[src/hw/rtl/mcks_pkg.sv]
// Shared constants, types and the Magma round function for the keystream generator.
// No dependencies; used by mcks_ctrl, mcks_dp and the top level.
package mcks_pkg;

  localparam int unsigned LANES      = 8;
  localparam int unsigned IDX_W      = (LANES > 1) ? $clog2(LANES) : 1;
  localparam int unsigned POS_W      = $clog2(LANES + 1);
  localparam int unsigned ROUNDS     = 32;
  localparam int unsigned RND_W      = $clog2(ROUNDS);
  localparam int unsigned FWD_ROUNDS = 24;
  localparam int unsigned KEYS       = 8;
  localparam int unsigned KEY_W      = $clog2(KEYS);
  localparam int unsigned BATCH_W    = 61;
  localparam int unsigned WORD_W     = 64;
  localparam int unsigned HALF_W     = 32;
  localparam int unsigned CFG_IDX_W  = 3;

  // Configuration register indexes
  localparam logic [CFG_IDX_W-1:0] CFG_KEY01 = 3'd0;
  localparam logic [CFG_IDX_W-1:0] CFG_KEY23 = 3'd1;
  localparam logic [CFG_IDX_W-1:0] CFG_KEY45 = 3'd2;
  localparam logic [CFG_IDX_W-1:0] CFG_KEY67 = 3'd3;
  localparam logic [CFG_IDX_W-1:0] CFG_CHAIN = 3'd4;

  localparam logic [3:0] SBOX [8][16] = '{
    '{4'd12, 4'd4,  4'd6,  4'd2,  4'd10, 4'd5,  4'd11, 4'd9,
      4'd14, 4'd8,  4'd13, 4'd7,  4'd0,  4'd3,  4'd15, 4'd1},
    '{4'd6,  4'd8,  4'd2,  4'd3,  4'd9,  4'd10, 4'd5,  4'd12,
      4'd1,  4'd14, 4'd4,  4'd7,  4'd11, 4'd13, 4'd0,  4'd15},
    '{4'd11, 4'd3,  4'd5,  4'd8,  4'd2,  4'd15, 4'd10, 4'd13,
      4'd14, 4'd1,  4'd7,  4'd4,  4'd12, 4'd9,  4'd6,  4'd0},
    '{4'd12, 4'd8,  4'd2,  4'd1,  4'd13, 4'd4,  4'd15, 4'd6,
      4'd7,  4'd0,  4'd10, 4'd5,  4'd3,  4'd14, 4'd9,  4'd11},
    '{4'd7,  4'd15, 4'd5,  4'd10, 4'd8,  4'd1,  4'd6,  4'd13,
      4'd0,  4'd9,  4'd3,  4'd14, 4'd11, 4'd4,  4'd2,  4'd12},
    '{4'd5,  4'd13, 4'd15, 4'd6,  4'd9,  4'd2,  4'd12, 4'd10,
      4'd11, 4'd7,  4'd8,  4'd1,  4'd4,  4'd3,  4'd14, 4'd0},
    '{4'd8,  4'd14, 4'd2,  4'd5,  4'd6,  4'd9,  4'd1,  4'd12,
      4'd15, 4'd4,  4'd11, 4'd0,  4'd13, 4'd10, 4'd3,  4'd7},
    '{4'd1,  4'd7,  4'd14, 4'd13, 4'd0,  4'd5,  4'd8,  4'd3,
      4'd4,  4'd15, 4'd10, 4'd6,  4'd9,  4'd12, 4'd11, 4'd2}
  };

  // Controller to datapath commands
  typedef struct packed {
    logic             clear;
    logic             load;
    logic             round;
    logic             out_load;
    logic [KEY_W-1:0] key_idx;
    logic [IDX_W-1:0] pos;
  } cmd_t;

  // Round function: add key, substitute each nibble, rotate left by 11
  function automatic logic [HALF_W-1:0] g_func(input logic [HALF_W-1:0] k,
                                               input logic [HALF_W-1:0] a);
    logic [HALF_W-1:0] x;
    logic [HALF_W-1:0] y;
    x = a + k;
    for (int n = 0; n < 8; n++) begin
      y[4*n +: 4] = SBOX[n][x[4*n +: 4]];
    end
    return {y[HALF_W-12:0], y[HALF_W-1:HALF_W-11]};
  endfunction

endpackage

[src/hw/rtl/mcks_ctrl.sv]
// Controller for the keystream generator: handshakes, buffer position, round count.
// Depends on mcks_pkg; drives mcks_dp through mcks_pkg::cmd_t.
module mcks_ctrl (
  input  logic                clk,
  input  logic                rst_n,
  input  logic                in_tvalid,
  output logic                in_tready,
  input  logic                restart,
  output logic                out_tvalid,
  input  logic                out_tready,
  output mcks_pkg::cmd_t      cmd
);

  typedef enum logic [1:0] {S_IDLE, S_LOAD, S_ROUND, S_DELIVER} state_t;

  state_t                          state_r, state_nxt;
  logic [mcks_pkg::POS_W-1:0]      pos_r, pos_nxt;
  logic [mcks_pkg::RND_W-1:0]      rnd_r, rnd_nxt;
  logic                            out_valid_r, out_valid_nxt;
  logic                            out_free;

  assign out_free   = !out_valid_r || out_tready;
  assign in_tready  = (state_r == S_IDLE);
  assign out_tvalid = out_valid_r;

  always_comb begin
    state_nxt     = state_r;
    pos_nxt       = pos_r;
    rnd_nxt       = rnd_r;
    out_valid_nxt = out_valid_r && !out_tready;
    cmd           = '0;
    cmd.pos       = pos_r[mcks_pkg::IDX_W-1:0];
    // forward key order for the first rounds, then reversed
    cmd.key_idx   = (32'(rnd_r) < mcks_pkg::FWD_ROUNDS) ? rnd_r[mcks_pkg::KEY_W-1:0]
                                                        : ~rnd_r[mcks_pkg::KEY_W-1:0];
    unique case (state_r)
      S_IDLE: begin
        if (in_tvalid) begin
          if (restart) begin
            cmd.clear = 1'b1;
            state_nxt = S_LOAD;
          end else if (32'(pos_r) >= mcks_pkg::LANES) begin
            state_nxt = S_LOAD;
          end else if (out_free) begin
            cmd.out_load  = 1'b1;
            out_valid_nxt = 1'b1;
            pos_nxt       = pos_r + 1'b1;
          end else begin
            state_nxt = S_DELIVER;
          end
        end
      end
      S_LOAD: begin
        cmd.load  = 1'b1;
        rnd_nxt   = '0;
        state_nxt = S_ROUND;
      end
      S_ROUND: begin
        cmd.round = 1'b1;
        rnd_nxt   = rnd_r + 1'b1;
        if (32'(rnd_r) == mcks_pkg::ROUNDS - 1) begin
          pos_nxt   = '0;
          state_nxt = S_DELIVER;
        end
      end
      S_DELIVER: begin
        // hold until the output register is free
        if (out_free) begin
          cmd.out_load  = 1'b1;
          out_valid_nxt = 1'b1;
          pos_nxt       = pos_r + 1'b1;
          state_nxt     = S_IDLE;
        end
      end
      default: state_nxt = S_IDLE;
    endcase
  end

  always_ff @(posedge clk) begin
    if (!rst_n) begin
      state_r     <= S_IDLE;
      pos_r       <= mcks_pkg::POS_W'(mcks_pkg::LANES);
      rnd_r       <= '0;
      out_valid_r <= 1'b0;
    end else begin
      state_r     <= state_nxt;
      pos_r       <= pos_nxt;
      rnd_r       <= rnd_nxt;
      out_valid_r <= out_valid_nxt;
    end
  end

  a_no_overwrite: assert property (@(posedge clk) disable iff (!rst_n)
    cmd.out_load |-> (!out_valid_r || out_tready))
    else $error("output beat overwritten before it was taken");

  a_pos_in_range: assert property (@(posedge clk) disable iff (!rst_n)
    cmd.out_load |-> (32'(pos_r) < mcks_pkg::LANES))
    else $error("word read from an empty buffer");

  a_last_round: assert property (@(posedge clk) disable iff (!rst_n)
    (state_r == S_ROUND && 32'(rnd_r) == mcks_pkg::ROUNDS - 1) |=>
      (state_r == S_DELIVER && pos_r == '0))
    else $error("refill did not end in delivery of word zero");

  a_restart_refill: assert property (@(posedge clk) disable iff (!rst_n)
    (in_tvalid && in_tready && restart) |=> (state_r == S_LOAD))
    else $error("restart did not start a refill");

endmodule

[src/hw/rtl/mcks_dp.sv]
// Datapath for the keystream generator: key registers, batch counter, lane round
// units (which also hold the buffered words) and the output register. Uses mcks_pkg.
module mcks_dp (
  input  logic                                   clk,
  input  logic                                   rst_n,
  input  logic                                   cfg_we,
  input  logic [mcks_pkg::CFG_IDX_W-1:0]         cfg_index,
  input  logic [mcks_pkg::WORD_W-1:0]            cfg_wdata,
  input  mcks_pkg::cmd_t                         cmd,
  output logic [mcks_pkg::WORD_W-1:0]            out_word
);

  logic [mcks_pkg::HALF_W-1:0]  key_r [mcks_pkg::KEYS];
  logic                         chain_r;
  logic [mcks_pkg::BATCH_W-1:0] batch_r;
  logic [mcks_pkg::HALF_W-1:0]  hi_r [mcks_pkg::LANES];
  logic [mcks_pkg::HALF_W-1:0]  lo_r [mcks_pkg::LANES];
  logic [mcks_pkg::WORD_W-1:0]  out_r;
  logic [mcks_pkg::HALF_W-1:0]  rkey;

  assign rkey     = key_r[cmd.key_idx];
  assign out_word = out_r;

  always_ff @(posedge clk) begin
    if (!rst_n) begin
      for (int k = 0; k < mcks_pkg::KEYS; k++) begin
        key_r[k] <= '0;
      end
      chain_r <= 1'b0;
    end else if (cfg_we) begin
      unique case (cfg_index)
        mcks_pkg::CFG_KEY01: begin
          key_r[0] <= cfg_wdata[63:32];
          key_r[1] <= cfg_wdata[31:0];
        end
        mcks_pkg::CFG_KEY23: begin
          key_r[2] <= cfg_wdata[63:32];
          key_r[3] <= cfg_wdata[31:0];
        end
        mcks_pkg::CFG_KEY45: begin
          key_r[4] <= cfg_wdata[63:32];
          key_r[5] <= cfg_wdata[31:0];
        end
        mcks_pkg::CFG_KEY67: begin
          key_r[6] <= cfg_wdata[63:32];
          key_r[7] <= cfg_wdata[31:0];
        end
        mcks_pkg::CFG_CHAIN: chain_r <= cfg_wdata[0];
        default: ;
      endcase
    end
  end

  // Lanes hold the final round halves; the buffered word is {lo, hi}.
  always_ff @(posedge clk) begin
    if (!rst_n || cmd.clear) begin
      batch_r <= '0;
      for (int i = 0; i < mcks_pkg::LANES; i++) begin
        hi_r[i] <= '0;
        lo_r[i] <= '0;
      end
    end else if (cmd.load) begin
      batch_r <= batch_r + 1'b1;
      for (int i = 0; i < mcks_pkg::LANES; i++) begin
        logic [mcks_pkg::WORD_W-1:0] ctr;
        ctr = 64'(64'(batch_r) * 64'(mcks_pkg::LANES)) + 64'(i);
        // chain with the previous word, halves swapped back into block order
        if (chain_r) begin
          ctr = ctr ^ {hi_r[i], lo_r[i]};
        end
        hi_r[i] <= ctr[63:32];
        lo_r[i] <= ctr[31:0];
      end
    end else if (cmd.round) begin
      for (int i = 0; i < mcks_pkg::LANES; i++) begin
        hi_r[i] <= lo_r[i];
        lo_r[i] <= hi_r[i] ^ mcks_pkg::g_func(rkey, lo_r[i]);
      end
    end
  end

  always_ff @(posedge clk) begin
    if (cmd.out_load) begin
      out_r <= {lo_r[cmd.pos], hi_r[cmd.pos]};
    end
  end

endmodule

[src/hw/rtl/magma_counter_keystream_generator_top.sv]
// Top level of the Magma counter-mode keystream generator.
// Depends on mcks_pkg, mcks_ctrl and mcks_dp.
//
//  channel  direction  beat contents
//  in_      slave      tdata[0] restart, tdata[7:1] zero
//  out_     master     tdata[63:0] random_word
//  cfg_     write      index 0..3 key word pairs, 4 chaining mode
//
// A word from a filled buffer goes to the output register on accept if that is free,
// else from S_DELIVER once it frees. Every eighth word (and any restart) refills the
// buffer: a load step, 32 rounds in the eight lane round units and a delivery step;
// no new word is accepted until the refilled word has been delivered.
// Reset is synchronous, active low; the buffer starts empty and all zero.
// A waiting output beat does not block the next accept; a new word waits for it.
module magma_counter_keystream_generator_top (
  input  logic                             clk,
  input  logic                             rst_n,
  input  logic                             in_tvalid,
  output logic                             in_tready,
  input  logic [7:0]                       in_tdata,   // [0] restart, [7:1] zero
  output logic                             out_tvalid,
  input  logic                             out_tready,
  output logic [mcks_pkg::WORD_W-1:0]      out_tdata,  // [63:0] random_word
  input  logic                             cfg_we,
  input  logic [mcks_pkg::CFG_IDX_W-1:0]   cfg_index,
  input  logic [mcks_pkg::WORD_W-1:0]      cfg_wdata
);

  mcks_pkg::cmd_t cmd;

  mcks_ctrl u_ctrl (
    .clk        (clk),
    .rst_n      (rst_n),
    .in_tvalid  (in_tvalid),
    .in_tready  (in_tready),
    .restart    (in_tdata[0]),
    .out_tvalid (out_tvalid),
    .out_tready (out_tready),
    .cmd        (cmd)
  );

  mcks_dp u_dp (
    .clk       (clk),
    .rst_n     (rst_n),
    .cfg_we    (cfg_we),
    .cfg_index (cfg_index),
    .cfg_wdata (cfg_wdata),
    .cmd       (cmd),
    .out_word  (out_tdata)
  );

endmodule

[config.mk]
export PLATFORM = sky130hd
export DESIGN_NAME = magma_counter_keystream_generator_top
export DESIGN_NICKNAME = d
export VERILOG_FILES = /design/src/hw/rtl/mcks_pkg.sv /design/src/hw/rtl/mcks_ctrl.sv /design/src/hw/rtl/mcks_dp.sv /design/src/hw/rtl/magma_counter_keystream_generator_top.sv
export SDC_FILE = /design/constraint.sdc
export NUM_CORES = 2
export LEC_CHECK = 0
export BUFFER_PORTS_ARGS = -buffer_cell sky130_fd_sc_hd__buf_2
export CELL_PAD_IN_SITES_DETAIL_PLACEMENT = 1
export CELL_PAD_IN_SITES_GLOBAL_PLACEMENT = 1
export CORE_MARGIN = 1
export CORE_UTILIZATION = 47
export DETAILED_ROUTE_END_ITERATION = 8
export GPL_ROUTABILITY_DRIVEN = 0
export PLACE_DENSITY_LB_ADDON = 0.1
export SLEW_MARGIN = 10
export SYNTH_ARGS = -nofsm -noshare
export SYNTH_HDL_FRONTEND = slang
export SYNTH_HIERARCHICAL = 1
export SYNTH_SLANG_ARGS = --single-unit
[constraint.sdc]
create_clock -name clk -period 6.8 [get_ports clk]
set_input_delay 0.34 -clock clk [delete_from_list [all_inputs] [get_ports clk]]
set_output_delay 0.34 -clock clk [all_outputs]
set_load 0.01 [all_outputs]
-- Yosys cells after proc, flatten, opt, wreduce, memory -nomap -nowiden
Memory sizes are Yosys's and may differ from the RTL's. A register that Yosys moved wholly into a read port is not among the register bits.
Cells that the tools add are included.
- add/subtract/negate cells: 18
- order comparisons: 66
- eq/ne operators: 14
- mux-type cells: 248
- bitwise gates (word level): 121
- reductions and logical operators: 13
- operators with widths (operator ; number):
    two-way mux 64 bit ; 24
    two-way mux 32 bit ; 40
    two-way mux 4 bit ; 133
    XOR 64 bit ; 8
    greater-or-equal comparator 5 bit, second input constant ; 64
    inverter 4 -> 5 bit ; 64
    adder 32 bit ; 8
    adder 64 x 3 -> 64 bit, second input constant ; 4
    XOR 32 bit ; 8
    adder 64 x 2 -> 64 bit, second input constant ; 2
    adder 64 x 1 -> 64 bit, second input constant ; 1
    adder 61 x 1 -> 61 bit, second input constant ; 1
    OR 1 bit ; 40
    two-way mux 1 bit ; 39
    two-way mux 2 bit ; 6
    case mux 4 bit (3 select lines) ; 1
    case mux 5 bit (2 select lines) ; 1
    case mux 2 bit (4 select lines) ; 1
    == test 3 x 2 -> 1 bit, second input constant ; 2
    inequality test 2 bit, second input constant ; 3
    adder 5 x 1 -> 5 bit, second input constant ; 1
    == test 5 bit, second input constant ; 1
    < comparator 5 bit, second input constant ; 1
    AND reduction 5 bit ; 1
    other kinds (20) ; 26
- bits in registers: 74
- bits in writable memories: 768
- ROM bits: 4096
- input bits: 80
- memories kept: 67
- memories (name ; words ; width ; read ports ; clocked after Yosys merged registers in ; write ports ; RTL line ; RTL):
    u_dp.hi_r ; 8 ; 32 ; 9 ; 1 ; 8 ; mcks_dp.sv:16 ; logic [mcks_pkg::HALF_W-1:0] hi_r [mcks_pkg::LANES];
    u_dp.key_r ; 8 ; 32 ; 1 ; 0 ; 8 ; mcks_dp.sv:13 ; logic [mcks_pkg::HALF_W-1:0] key_r [mcks_pkg::KEYS];
    u_dp.lo_r ; 8 ; 32 ; 9 ; 1 ; 8 ; mcks_dp.sv:17 ; logic [mcks_pkg::HALF_W-1:0] lo_r [mcks_pkg::LANES];
    (no name shown) ; 16 ; 4 ; 1 ; 0 ; 0 ; mcks_pkg.sv:61 ; y[4*n +: 4] = SBOX[n][x[4*n +: 4]];
    (no name shown) ; 16 ; 4 ; 1 ; 0 ; 0 ; mcks_pkg.sv:61 ;
    (no name shown) ; 16 ; 4 ; 1 ; 0 ; 0 ; mcks_pkg.sv:61 ;
    +61 memories ; -- ; -- ; -- ; -- ; -- ; -- ;

-- Depth between registers and ports, before layout
An unclocked memory read counts as a cell.
- depth after elaboration: 10
- depth in mapped cells: 25
- gate-level depth less buffers: 23

-- Hierarchy
The synthesis kept the hierarchy.
- by module, submodules not included (module ; times used ; cells each ; area each (um^2) ; sequential area each (um^2)):
    mcks_dp ; 1 ; 7281 ; 72020.3 ; 26225.2
    mcks_ctrl ; 1 ; 91 ; 787.0 ; 240.2

-- Worst setup path before layout
OpenSTA, ideal clock, no wires.
- kind: reg-to-reg
- start: register u_ctrl.state_r[0]
- end: memory u_dp/hi_r[1][0] (netlist name) (enable)
- library setup time: 1971 ps
- data arrival time: 5508 ps
- data required time: 4829 ps
- slack: -679 ps
- stages on the path, launching flop included: 7
- clock period less this slack: 7479 ps
- cell sequence: dfxtp_1 inv_1 ha_1 and3_1 nor2b_1 clkbuf_1 nand3_1
- RTL lines (item ; RTL line ; RTL):
    from (decl) ; mcks_ctrl.sv:16 ; state_t state_r, state_nxt;
    from (signal assigned) ; mcks_ctrl.sv:86 ; state_r <= state_nxt;
    to (decl) ; mcks_dp.sv:16 ;

==> flow_metrics.py <==
metrics = {
    "worst_setup_path": {
        "cp-start-kind": "register",
        "cp_cell_sequence": "nand2_1 -> xnor2_2 -> buf_12 -> buf_12 -> mux4_2 -> mux2_2 -> ha_1 -> a21o_1 -> a21oi_1 -> o21ai_0 -> a211oi_1 -> a211oi_1 -> buf_4 -> a21oi_1 -> o21ai_0 -> xnor2_2 -> inv_1 -> ha_1 -> mux2_2 -> mux2i_1 -> buf_4 -> xnor2_1 -> o22ai_1",
        "endpoint_kind": "register",
        "slowest_delay_ps": 540,
        "arrival_ps": 7190,
        "cp_max_fo": 24,
        "crit_buf_inv": 5,
        "slowest_stage": "mux4_2",
        "crit_type": "register to register",
        "path_delay_family": "multiplexers",
        "cp_data_required_time_ps": 7340,
    },
    "routing": {
        "wirelength_um": 298000,
        "ant_nets": 0,
        "wire_per_inst_um": 30.77,
        "drc_errors": 0,
        "num_vias": 61840,
        "wirelength_met1_um": 120500,
        "highest_layer": "met5",
        "dr.pass1.iters": 5,
        "dr.first_iter.drc_count": 6906,
        "wl_met2_um": 133100,
        "routed-wl-met3_um": 25110,
        "via_per_inst": 6.385,
    },
    "clock_network": {
        "clk_pin_slew_ps": 60,
        "clock_latency_ps": 820,
        "clock_path_buffers": 3,
        "cts_tree": "yes",
        "clock_sinks": 906,
        "root_buffer": "clkbuf_16",
        "cts-buffers-inserted": 105,
        "htreeDepth": 3,
    },
    "layout": {
        "nets": 8189,
        "final_core_util_pct": 52.77,
        "fin_area_mm2": 0.08120,
        "layout_commonest_cell": "nand2_1",
        "area_delta_synth_final_pct": 11.52,
        "layout_common_cells": "nand2_1 (1050), edfxtp_1 (832), xor2_1 (658)",
        "drive_gt1_share_pct": 12.94,
    },
    "synth": {
        "synthDominantCellAreaShare_pct": 34.32,
        "synthTopCellsByArea": "edfxtp_1 (34%), ha_1 (9.5%), mux4_2 (8.1%)",
        "synth_edf_count": 832,
        "yosys_warnings": 6,
        "ys_seq_elements": 906,
        "syn_area_mm2": 0.07281,
        "seq_area_frac_synth_pct": 36.35,
        "async_reset_ff_share_pct": 0,
        "synth.avg_cell_area_um2": 9.876,
        "post-synth-top-area-cell": "edfxtp_1",
        "syn_nets": 8015,
        "synth_cell_type_count": 99,
        "netlist_instances": 7372,
        "synth_top_flop_cell": "edfxtp_1",
    },
    "grt": {
        "grt_max_degree": 188,
        "grt_pass1_vias": 61230,
        "track_usage_pct": 37.33,
        "grt-ovfl-total": 0,
        "antenna_found_initial": 25,
        "grt_first_pass_wirelength_um": 428900,
    },
    "sta": {
        "fmax_ghz": 0.1503,
        "finalCriticalPeriod_ps": 6654,
        "slew_violations": 0,
        "final-setup-viol-count": 0,
        "fin_tns_setup_ps": 0,
        "relSlewSlack_pct": 10.46,
        "min_period_over_period_pct": 97.86,
        "clock_skew_ps": 117.1,
        "timing.final.ws_setup_ps": 145.5,
        "worst_slew_pin_slew_ps": 1343,
        "hold_violations": 0,
        "grt_setup_unrepaired": "false",
    },
    "placed_design": {
        "place_area_mm2": 0.07673,
        "port_buffers": 138,
        "pre_cts_ws_ps": -391.4,
        "dp.final_hpwl_um": 225600,
    },
    "floorplan": {
        "fp.dieW_um": 395.6,
        "dieArea_mm2": 0.1565,
        "fp-row-count": 144,
        "core_area_mm2": 0.1539,
        "start_util_pct": 47.32,
        "num_io_pins": 146,
        "die_y_um": 395.6,
    },
    "hold_path": {
        "min_path_type": "primary input to register",
    },
    "flow_run": {
        "drv_cap": 0,
    },
    "outcome": {
        "status": "finished clean",
    },
}
registers in the layout, summed over array words and instances, names as in the netlist:
name / cells
u_dp/hi_r: 256
u_ctrl/out_tvalid: 1
u_dp/batch_r: 61
u_dp/chain_r: 1
u_ctrl/rnd_r: 5
u_dp/out_word: 64
u_ctrl/state_r: 2
u_dp/lo_r: 256
u_dp/key_r: 256
u_ctrl/pos_r: 4
what timing repair did:
item | CTS | global route
resized for setup | 4 | 19
setup buffers | 0 | 7
hold buffers | 64 | 0
pin swaps | 0 | 2
hold endpoints to repair | 234 | 0
setup endpoints to repair | 6 | 45
cell type report:
cell class / count / area, µm²
Clock buffer: 141 / 2883
Inverter: 363 / 1366
Clock inverter: 57 / 740.7
Antenna cell: 5 / 12.51
Multi-Input combinational cell: 5735 / 43850
Sequential cell: 906 / 26480
Tap cell: 2044 / 2557
Fill cell: 17040 / 72670
Timing Repair Buffer: 435 / 3309
final timing paths:
kind                                          end  cells after the start             start  slack [ps]
worst max-delay path             u_dp/lo_r[5][31]                     23   u_ctrl/rnd_r[3]         150
worst min-delay path            u_dp/key_r[6][25]                      3     cfg_wdata[57]          40
worst max register to register   u_dp/lo_r[5][31]                     23   u_ctrl/rnd_r[3]         150
worst min register to register   u_dp/batch_r[53]                      2  u_dp/batch_r[53]         520
cell usage after synthesis, types with 48 or more instances:
library cell  number
a211oi_1          48
nand3_1          109
dfxtp_1           74
ha_1             555
mux2i_1          138
o22ai_1          219
mux4_2           261
edfxtp_1         832
xnor2_1          391
o21ai_0          438
o21a_1            62
inv_1            355
a21o_1           139
and3_1            50
nand2_1         1056
clkbuf_1         307
nor2_1           503
a21oi_1          318
nor3_1            71
buf_1             54
xor2_1           661
mux2_2           105
per-layer routing:
layer / vias up / track usage [%]
met3: 619 / 5.778
met5: - / 0
met2: 2810 / 57.75
li1: 26880 / -
met4: 18 / 20.80
met1: 31520 / 50.00
kinds of logic after synthesis:
logic type / count (synthesis) / share of synthesized area [%]
DFF: 906 / 36.35
xor gates and xnor gates: 1056 / 12.77
muxes: 505 / 11.63
adders and majority gates: 569 / 9.840
AOI/OAI and AO/OA: 1574 / 13.69
and+or+nand+nor: 2031 / 11.92
buffers and inverters: 731 / 3.803
stage by stage:
step / hold slack, ps / instances
after floorplan: 457.7 / 7372
after CTS: 8.699 / 9674
after global placement: 476.8 / 9412
after global routing: 40.51 / 9681
after detailed placement: 509.7 / 9412
final: 37.04 / 9686
tightest hold or removal path: stages:
cell and delay [ps]:
buf_2 80, nand2_1 110, inv_1 90
Power is left out: the tool's default activity adds up to more than one toggle a clock period on the data nets, which glitch-free logic cannot reach.
